===== src/rtl/core/kmcq_pkg.sv =====
// Package with shared types and constants for the colour quantiser.
`default_nettype none
package kmcq_pkg;
  localparam int unsigned MaxK = 8;
  localparam int unsigned MaxPixels = 1048576;
  localparam int unsigned SumW = 28;
  localparam int unsigned CntW = 21;

  localparam logic [1:0] ReqLoad = 2'd0;
  localparam logic [1:0] ReqPixel = 2'd1;
  localparam logic [1:0] ReqUpdate = 2'd2;

  localparam logic KindPixel = 1'b0;
  localparam logic KindCentroid = 1'b1;

  typedef struct packed {
    logic [1:0] req_type;
    logic [2:0] cluster_select;
    logic [7:0] red;
    logic [7:0] green;
    logic [7:0] blue;
  } item_t;

  typedef struct packed {
    logic       result_kind;
    logic [2:0] cluster_index;
    logic [7:0] out_red;
    logic [7:0] out_green;
    logic [7:0] out_blue;
    logic       last_result;
  } result_t;

  // Commands from the controller to the datapath.
  typedef struct packed {
    logic       capture;    // latch the accepted item
    logic       load;       // write one centroid from the item
    logic       dist_clear; // restart the nearest search
    logic       dist_step;  // compare one centroid
    logic       accum;      // add pixel to the winner's sums
    logic       emit_pixel;
    logic       div_start;  // begin dividing the current cluster
    logic       div_step;
    logic       write_mean; // store mean and emit it
    logic       clear_sums;
    logic [2:0] idx;        // centroid under work
    logic       last;
  } ctrl_t;

  typedef struct packed {
    logic div_done;
  } stat_t;
endpackage
`default_nettype wire


===== src/rtl/core/kmcq_ctrl.sv =====
// Controller sequencing load, classify and update transactions.
`default_nettype none
module kmcq_ctrl (
  input  logic               clk,
  input  logic               rst,
  input  logic               start,
  input  kmcq_pkg::item_t    item,
  input  logic [3:0]         k_eff,
  input  kmcq_pkg::stat_t    stat,
  output logic               busy,
  output kmcq_pkg::ctrl_t    ctrl
);
  localparam logic [2:0] S_IDLE = 3'd0;
  localparam logic [2:0] S_DIST = 3'd1;
  localparam logic [2:0] S_EMIT = 3'd2;
  localparam logic [2:0] S_DSTART = 3'd3;
  localparam logic [2:0] S_DIV = 3'd4;
  localparam logic [2:0] S_WRITE = 3'd5;

  logic [2:0] state, state_next;
  logic [2:0] idx, idx_next;

  assign busy = (state != S_IDLE);

  always_ff @(posedge clk) begin
    if (rst) begin
      state <= S_IDLE;
      idx <= 3'd0;
    end else begin
      state <= state_next;
      idx <= idx_next;
    end
  end

  always_comb begin
    state_next = state;
    idx_next = idx;
    ctrl = '0;
    ctrl.idx = idx;
    ctrl.last = ({1'b0, idx} + 4'd1 == k_eff);
    unique case (state)
      S_IDLE: begin
        if (start) begin
          ctrl.capture = 1'b1;
          idx_next = 3'd0;
          priority case (item.req_type)
            kmcq_pkg::ReqLoad: ctrl.load = 1'b1;
            kmcq_pkg::ReqPixel: begin
              ctrl.dist_clear = 1'b1;
              state_next = S_DIST;
            end
            kmcq_pkg::ReqUpdate: state_next = S_DSTART;
            default: ;
          endcase
        end
      end
      S_DIST: begin
        ctrl.dist_step = 1'b1;
        if (ctrl.last) state_next = S_EMIT;
        else idx_next = idx + 3'd1;
      end
      S_EMIT: begin
        ctrl.accum = 1'b1;
        ctrl.emit_pixel = 1'b1;
        state_next = S_IDLE;
      end
      S_DSTART: begin
        ctrl.div_start = 1'b1;
        state_next = S_DIV;
      end
      S_DIV: begin
        ctrl.div_step = 1'b1;
        if (stat.div_done) state_next = S_WRITE;
      end
      S_WRITE: begin
        ctrl.write_mean = 1'b1;
        if (ctrl.last) begin
          ctrl.clear_sums = 1'b1;
          state_next = S_IDLE;
        end else begin
          idx_next = idx + 3'd1;
          state_next = S_DSTART;
        end
      end
      default: state_next = S_IDLE;
    endcase
  end
endmodule
`default_nettype wire


===== src/rtl/core/kmcq_datapath.sv =====
// Datapath: centroid table, cluster sums, distance search and mean divider.
`default_nettype none
module kmcq_datapath (
  input  logic               clk,
  input  logic               rst,
  input  kmcq_pkg::item_t    item,
  input  kmcq_pkg::ctrl_t    ctrl,
  output kmcq_pkg::stat_t    stat,
  output logic               strobe,
  output kmcq_pkg::result_t  result
);
  localparam int unsigned SW = kmcq_pkg::SumW;
  localparam int unsigned CW = kmcq_pkg::CntW;
  localparam int unsigned PW = $clog2(kmcq_pkg::MaxPixels + 1);

  logic [23:0]   cent [kmcq_pkg::MaxK];
  logic [SW-1:0] sr [kmcq_pkg::MaxK];
  logic [SW-1:0] sg [kmcq_pkg::MaxK];
  logic [SW-1:0] sb [kmcq_pkg::MaxK];
  logic [CW-1:0] cnt [kmcq_pkg::MaxK];
  logic [PW-1:0] pass;
  kmcq_pkg::item_t cur;
  logic [2:0]    best;
  logic [17:0]   best_d;

  // Squared distance of the current centroid from the pixel.
  logic [8:0]  dr, dg, db;
  logic [17:0] d;
  logic [23:0] c;
  always_comb begin
    c = cent[ctrl.idx];
    dr = {1'b0, cur.red} - {1'b0, c[23:16]};
    dg = {1'b0, cur.green} - {1'b0, c[15:8]};
    db = {1'b0, cur.blue} - {1'b0, c[7:0]};
    d = 18'($signed(dr) * $signed(dr)) + 18'($signed(dg) * $signed(dg))
      + 18'($signed(db) * $signed(db));
  end

  // Restoring divider, one quotient bit per cycle, three channels at once.
  logic [SW-1:0] qr, qg, qb;
  logic [CW:0]   rr, rg, rb;
  logic [4:0]    bitn;
  logic [CW:0]   tr, tg, tb;
  logic [CW-1:0] den;
  assign den = cnt[ctrl.idx];
  always_comb begin
    tr = {rr[CW-1:0], qr[SW-1]};
    tg = {rg[CW-1:0], qg[SW-1]};
    tb = {rb[CW-1:0], qb[SW-1]};
  end
  assign stat.div_done = (bitn == 5'd0);

  always_ff @(posedge clk) begin
    if (rst) begin
      for (int i = 0; i < kmcq_pkg::MaxK; i++) begin
        cent[i] <= '0;
        sr[i] <= '0;
        sg[i] <= '0;
        sb[i] <= '0;
        cnt[i] <= '0;
      end
      pass <= '0;
      strobe <= 1'b0;
      bitn <= '0;
    end else begin
      strobe <= ctrl.emit_pixel | ctrl.write_mean;
      if (ctrl.load) cent[item.cluster_select] <= {item.red, item.green, item.blue};
      if (ctrl.accum && pass < PW'(kmcq_pkg::MaxPixels)) begin
        sr[best] <= sr[best] + SW'(cur.red);
        sg[best] <= sg[best] + SW'(cur.green);
        sb[best] <= sb[best] + SW'(cur.blue);
        cnt[best] <= cnt[best] + CW'(1);
        pass <= pass + PW'(1);
      end
      if (ctrl.div_start) bitn <= 5'(SW);
      else if (ctrl.div_step && bitn != 5'd0) bitn <= bitn - 5'd1;
      if (ctrl.write_mean) begin
        cent[ctrl.idx] <= (den == '0) ? 24'd0 : {qr[7:0], qg[7:0], qb[7:0]};
      end
      if (ctrl.clear_sums) begin
        for (int i = 0; i < kmcq_pkg::MaxK; i++) begin
          sr[i] <= '0;
          sg[i] <= '0;
          sb[i] <= '0;
          cnt[i] <= '0;
        end
        pass <= '0;
      end
    end
  end

  always_ff @(posedge clk) begin
    if (ctrl.capture) cur <= item;
    if (ctrl.dist_clear) begin
      best <= 3'd0;
      best_d <= '1;
    end
    if (ctrl.dist_step && (ctrl.idx == 3'd0 || d < best_d)) begin
      best <= ctrl.idx;
      best_d <= d;
    end
    if (ctrl.div_start) begin
      qr <= sr[ctrl.idx];
      qg <= sg[ctrl.idx];
      qb <= sb[ctrl.idx];
      rr <= '0;
      rg <= '0;
      rb <= '0;
    end else if (ctrl.div_step && bitn != 5'd0) begin
      if (tr >= {1'b0, den}) begin
        rr <= tr - {1'b0, den};
        qr <= {qr[SW-2:0], 1'b1};
      end else begin
        rr <= tr;
        qr <= {qr[SW-2:0], 1'b0};
      end
      if (tg >= {1'b0, den}) begin
        rg <= tg - {1'b0, den};
        qg <= {qg[SW-2:0], 1'b1};
      end else begin
        rg <= tg;
        qg <= {qg[SW-2:0], 1'b0};
      end
      if (tb >= {1'b0, den}) begin
        rb <= tb - {1'b0, den};
        qb <= {qb[SW-2:0], 1'b1};
      end else begin
        rb <= tb;
        qb <= {qb[SW-2:0], 1'b0};
      end
    end
    if (ctrl.emit_pixel) begin
      result.result_kind <= kmcq_pkg::KindPixel;
      result.cluster_index <= best;
      {result.out_red, result.out_green, result.out_blue} <= cent[best];
      result.last_result <= 1'b1;
    end
    if (ctrl.write_mean) begin
      result.result_kind <= kmcq_pkg::KindCentroid;
      result.cluster_index <= ctrl.idx;
      {result.out_red, result.out_green, result.out_blue} <=
        (den == '0) ? 24'd0 : {qr[7:0], qg[7:0], qb[7:0]};
      result.last_result <= ctrl.last;
    end
  end
endmodule
`default_nettype wire


===== src/rtl/core/kmeans_color_quantizer_unit.sv =====
// Top level of the k-means colour quantiser.
// A load transaction writes one centroid and gives no result. A pixel transaction compares
// one centroid per cycle and gives one result strobe. An update transaction runs the
// bit-serial mean divider once per cluster and gives K result strobes. Results are shown
// for exactly one cycle each on done; the receiver cannot stall, so it must take every
// strobe. active_clusters must be written only while idle; the block does not enforce it.
`default_nettype none
module kmeans_color_quantizer_unit (
  input  logic                clk,
  input  logic                rst,
  input  logic                start,
  output logic                busy,
  input  kmcq_pkg::item_t     item,
  output logic                done,
  output kmcq_pkg::result_t   result,
  input  logic                cfg_valid,
  output logic                cfg_ready,
  input  logic [3:0]          cfg_data
);
  logic [3:0] active_clusters;
  logic [3:0] k_eff;
  kmcq_pkg::ctrl_t ctrl;
  kmcq_pkg::stat_t stat;

  assign cfg_ready = 1'b1;
  always_ff @(posedge clk) begin
    if (rst) active_clusters <= 4'd8;
    else if (cfg_valid && cfg_ready) active_clusters <= cfg_data;
  end
  assign k_eff = (active_clusters == 4'd0) ? 4'd1 :
                 (active_clusters > 4'(kmcq_pkg::MaxK)) ? 4'(kmcq_pkg::MaxK) : active_clusters;

  kmcq_ctrl u_ctrl (
    .clk(clk), .rst(rst), .start(start), .item(item), .k_eff(k_eff),
    .stat(stat), .busy(busy), .ctrl(ctrl)
  );

  kmcq_datapath u_dp (
    .clk(clk), .rst(rst), .item(item), .ctrl(ctrl), .stat(stat),
    .strobe(done), .result(result)
  );

  a_idle_quiet: assert property (@(posedge clk) disable iff (rst)
    !busy |=> !done || $past(ctrl.write_mean) || $past(ctrl.emit_pixel))
    else $error("result strobe without work");
  a_pixel_last: assert property (@(posedge clk) disable iff (rst)
    done && result.result_kind == kmcq_pkg::KindPixel |-> result.last_result)
    else $error("pixel result not flagged last");
  a_idx_range: assert property (@(posedge clk) disable iff (rst)
    done |-> {1'b0, result.cluster_index} < k_eff)
    else $error("result index beyond K");
endmodule
`default_nettype wire

===== config.mk =====
export PLATFORM = sky130hd
export DESIGN_NAME = kmeans_color_quantizer_unit
export DESIGN_NICKNAME = d
export VERILOG_FILES = /design/src/rtl/core/kmcq_pkg.sv /design/src/rtl/core/kmcq_ctrl.sv /design/src/rtl/core/kmcq_datapath.sv /design/src/rtl/core/kmeans_color_quantizer_unit.sv
export SDC_FILE = /design/constraint.sdc
export NUM_CORES = 2
export LEC_CHECK = 0
export BUFFER_PORTS_ARGS = -buffer_cell sky130_fd_sc_hd__buf_2
export CAP_MARGIN = 15
export CORE_UTILIZATION = 35
export CTS_CLUSTER_SIZE = 12
export DETAILED_ROUTE_END_ITERATION = 8
export GPL_ROUTABILITY_DRIVEN = 0
export PLACE_DENSITY = 0.48
export SETUP_SLACK_MARGIN = 0.15
export SYNTH_ARGS = -nofsm -noshare
export SYNTH_HDL_FRONTEND = slang
export SYNTH_SLANG_ARGS = --single-unit

===== constraint.sdc =====
create_clock -name clk -period 13.74 [get_ports clk]
set_input_delay 1.374 -clock clk [delete_from_list [all_inputs] [get_ports clk]]
set_output_delay 1.374 -clock clk [all_outputs]
set_load 0.005 [all_outputs]

==> results.md <==
* Outcome: completed
* Height of the die at 470.4 um
* Post-synthesis sequential area ratio at 49.29%
* Synth Area in XOR/XNOR at 2.668%
* Distinct cell type count after synthesis at 87
* Least-Margin Pin Slew at 1.263 ns
* CTS HTree Levels at 4
* Synth Area in Compound Gates at 4.240%
* Post-synthesis mux area share at a little under a fifth
* Clk slew on worst S/H paths at roughly 0.050 ns
* Worst Hold Class: reg2reg
* Routed wire length at 229.5 mm
* Mapped Cells at 6030
* Die area at 221300 um2
* Worst setup SP type: flip-flop
* PostCTS Resize Cnt at 0
* Most frequent cells in the layout: nor2_1, edfxtp_1, mux4_2
* Yosys Warn Count at 0
* Row cnt at 171
* Critical path class: reg2reg
* Yosys reg bits at 1296
* Max-Cap Viols at 0
* WP data required at 14.23 ns
* Global-route wire length before repair at 341.0 mm
* Pre-CTS setup slack at 1.566 ns
* Final ANT Viol Nets at 0
* Clk Latency, worst-skew pair at 0.79 ns
* Final period util at 85.49%
* Share of the synthesized area in the top cell type at 46.50%
* Synth Area in Simple Gates at 11.07%
* Tot GR Track Use at 20.69%
* Async SR Flop Fraction at 0%
* CP Max Fanout at 39
* Post-route worst setup slack at 1.993 ns
* Most common cell on crit path: fa_1
* Tmin final at between 10 and 15 ns
* Hold Fails Final Rpt at 0
* Via count at 49240
* Setup bufs post-CTS at 0
* Post-Route Utilization at 38.96%
* Peak Freq at 85.13 MHz
* Layout cell share with drive strength beyond 1 at between 15 and 20%
* Pin count of the biggest net entering global routing at 99
* Skew final at between 0.03 and 0.04 ns
* Syn Area/Cell at about 13 um2
* Setup crit end kind: flip-flop
* Detailed Routing Iterations Pass 1 at 5
* CP max stage delay at 0.93 ns
* Antenna violations before repair at 12
* Synth Flop Type: edfxtp_1
* Layout area overhead at 10.41%
* Total grt overflow at 0
* DRC at 0
* Post-DR vias/cell at 5.477
* I/O pin count at 69
* Die width at 470.4 um
* Nets at 6513
* Largest family of logic cells by synthesized area: multiplexers
* IO buf count at 67
* Setup TNS at 0 ns
* CTS buffer count at 155
* Syn_nets at 6538
* Clk buf depth at 3
* Initial Util at 35.29%
* Critical-path top delay cell: dfxtp_4
* Root Driver: clkbuf_16
* Cell Area, Synth at 76780 um2
* Synth Area in Adders at 9.934%
* Area contributors post-synth: edfxtp_1, mux4_2, fa_1, nor2_1, ha_1
* Synth area leader: edfxtp_1
* Crit path DAT at 12.23 ns
* Unrepaired setup endpoints after global routing: false
* CTS tree: built
* Post-synth EDFFs at approximately 1200
* Hpwl dp at ~140 mm
* Max Slew Vio Count at 0
* WL/cell at between 20 and 30 um
* Cts hold-fix bufs at 0
* Core Box Area at 217600 um2
* Final count of negative-setup-slack endpoints at 0
* Commonest non-fill, non-tap cell in the layout: nor2_1
* CTS Sinks at 1296
* Fillers at 20660
* Max_slew headroom at 13.38%
* Number of global-route vias before repair at 50910
* Iter 0 DRT Violations at 4042
## synthesized netlist by cell type (10+ instances only)
library cell  instances
nand3_1             116
a21o_1               41
o311ai_0             14
mux4_1               45
buf_6                22
mux2i_1             243
o31ai_1              12
a21oi_1             123
and3_1               37
nor2_1             1221
ha_1                240
nor2b_1              32
dfxtp_1             107
o21ai_0             207
o21a_1               24
or3_1                31
nand2b_1             37
clkbuf_1            214
edfxtp_1           1189
nor4_1               15
nand4_1              23
nand3b_1             10
inv_1               369
buf_2                27
buf_1                53
and2_1               23
xor2_1               97
a31oi_1              14
a21oi_2              13
xnor2_1             122
o21bai_1             21
mux4_2              467
fa_1                231
nand2_1             393
nor3_1               41
## kinds of logic after synthesis
family | Yosys count
AOI/OAI and AO/OA | 534
xor gates and xnor gates | 227
adders and majority gates | 471
buffers and inverters | 714
DFF | 1296
muxes | 770
other | 1
and+or+nand+nor | 2017
## worst paths after layout
| path | slack (ns) | cells after the start | end | from |
|---|---|---|---|---|
| setup reg to reg | 1.99 | 34 | u_dp.best_d[6]$_SDFFCE_PP1P_ | flip-flop |
| setup / recovery | 1.99 | 34 | u_dp.best_d[6]$_SDFFCE_PP1P_ | flip-flop |
| hold reg to reg | 0.46 | 2 | u_dp.rg[20]$_SDFFE_PP0P_ | u_dp.rg[20]$_SDFFE_PP0P_ |
| hold / removal | 0.46 | 2 | u_dp.rg[20]$_SDFFE_PP0P_ | u_dp.rg[20]$_SDFFE_PP0P_ |
## final cells by class
cell class | instances | area, um2 | area share (%)
Antenna cell | 4 | 10.01 | 0.01181
Clock buffer | 200 | 4131 | 4.873
Clock inverter | 83 | 660.6 | 0.7793
Multi-Input combinational cell | 4020 | 36030 | 42.50
Inverter | 369 | 1398 | 1.649
Tap cell | 2854 | 3571 | 4.212
Sequential cell | 1296 | 37870 | 44.67
Timing Repair Buffer | 163 | 1112 | 1.312
## state kept, by name, indices dropped and copies added (netlist names), 18 cells and up, named ones only
name,cells
u_dp.rg,21
u_dp.rr,21
u_dp.cnt,168
u_dp.sb,224
u_dp.sr,224
u_dp.qb,28
u_dp.qg,28
u_dp.pass,21
u_dp.sg,224
u_dp.qr,28
u_dp.rb,21
u_dp.result,29
u_dp.cur,24
u_dp.cent,192
u_dp.best_d,18
## per-layer routing
| layer | track usage (%) | routed length (um) | vias to the layer above |
|---|---|---|---|
| li1 | - | - | 21900 |
| met1 | 29.13 | 103000 | 25690 |
| met2 | 33.99 | 109700 | 1381 |
| met3 | 2.944 | 13010 | 260 |
| met4 | 4.090 | 3756 | 4 |
| met5 | 0 | 21 | - |
## critical path, delay by kind of cell, from the launching register on
family	cells	cell delay, ns
XOR/XNOR	1	0.16
buffers and inverters	5	1.13
flip-flops	1	0.93
multiplexers	2	0.71
AND/OR/NAND/NOR	3	0.78
adder cells (fa/ha/maj)	11	4.60
AO/OA/AOI/OAI	12	3.08
## per-stage QoR
stage | std cells | hold WS (ns) | cell area, um2
2_1_floorplan | 6030 | 0.4185 | 76780
3_3_place_gp | 8699 | 0.4327 | 79920
3_5_place_dp | 8699 | 0.4481 | 79920
4_1_cts | 8982 | 0.4610 | 84710
5_1_grt | 8986 | 0.4818 | 84770
6_report | 8989 | 0.4587 | 84780
Power is left out: the tool's default activity adds up to more than one toggle a clock period on the data nets, which glitch-free logic cannot reach.
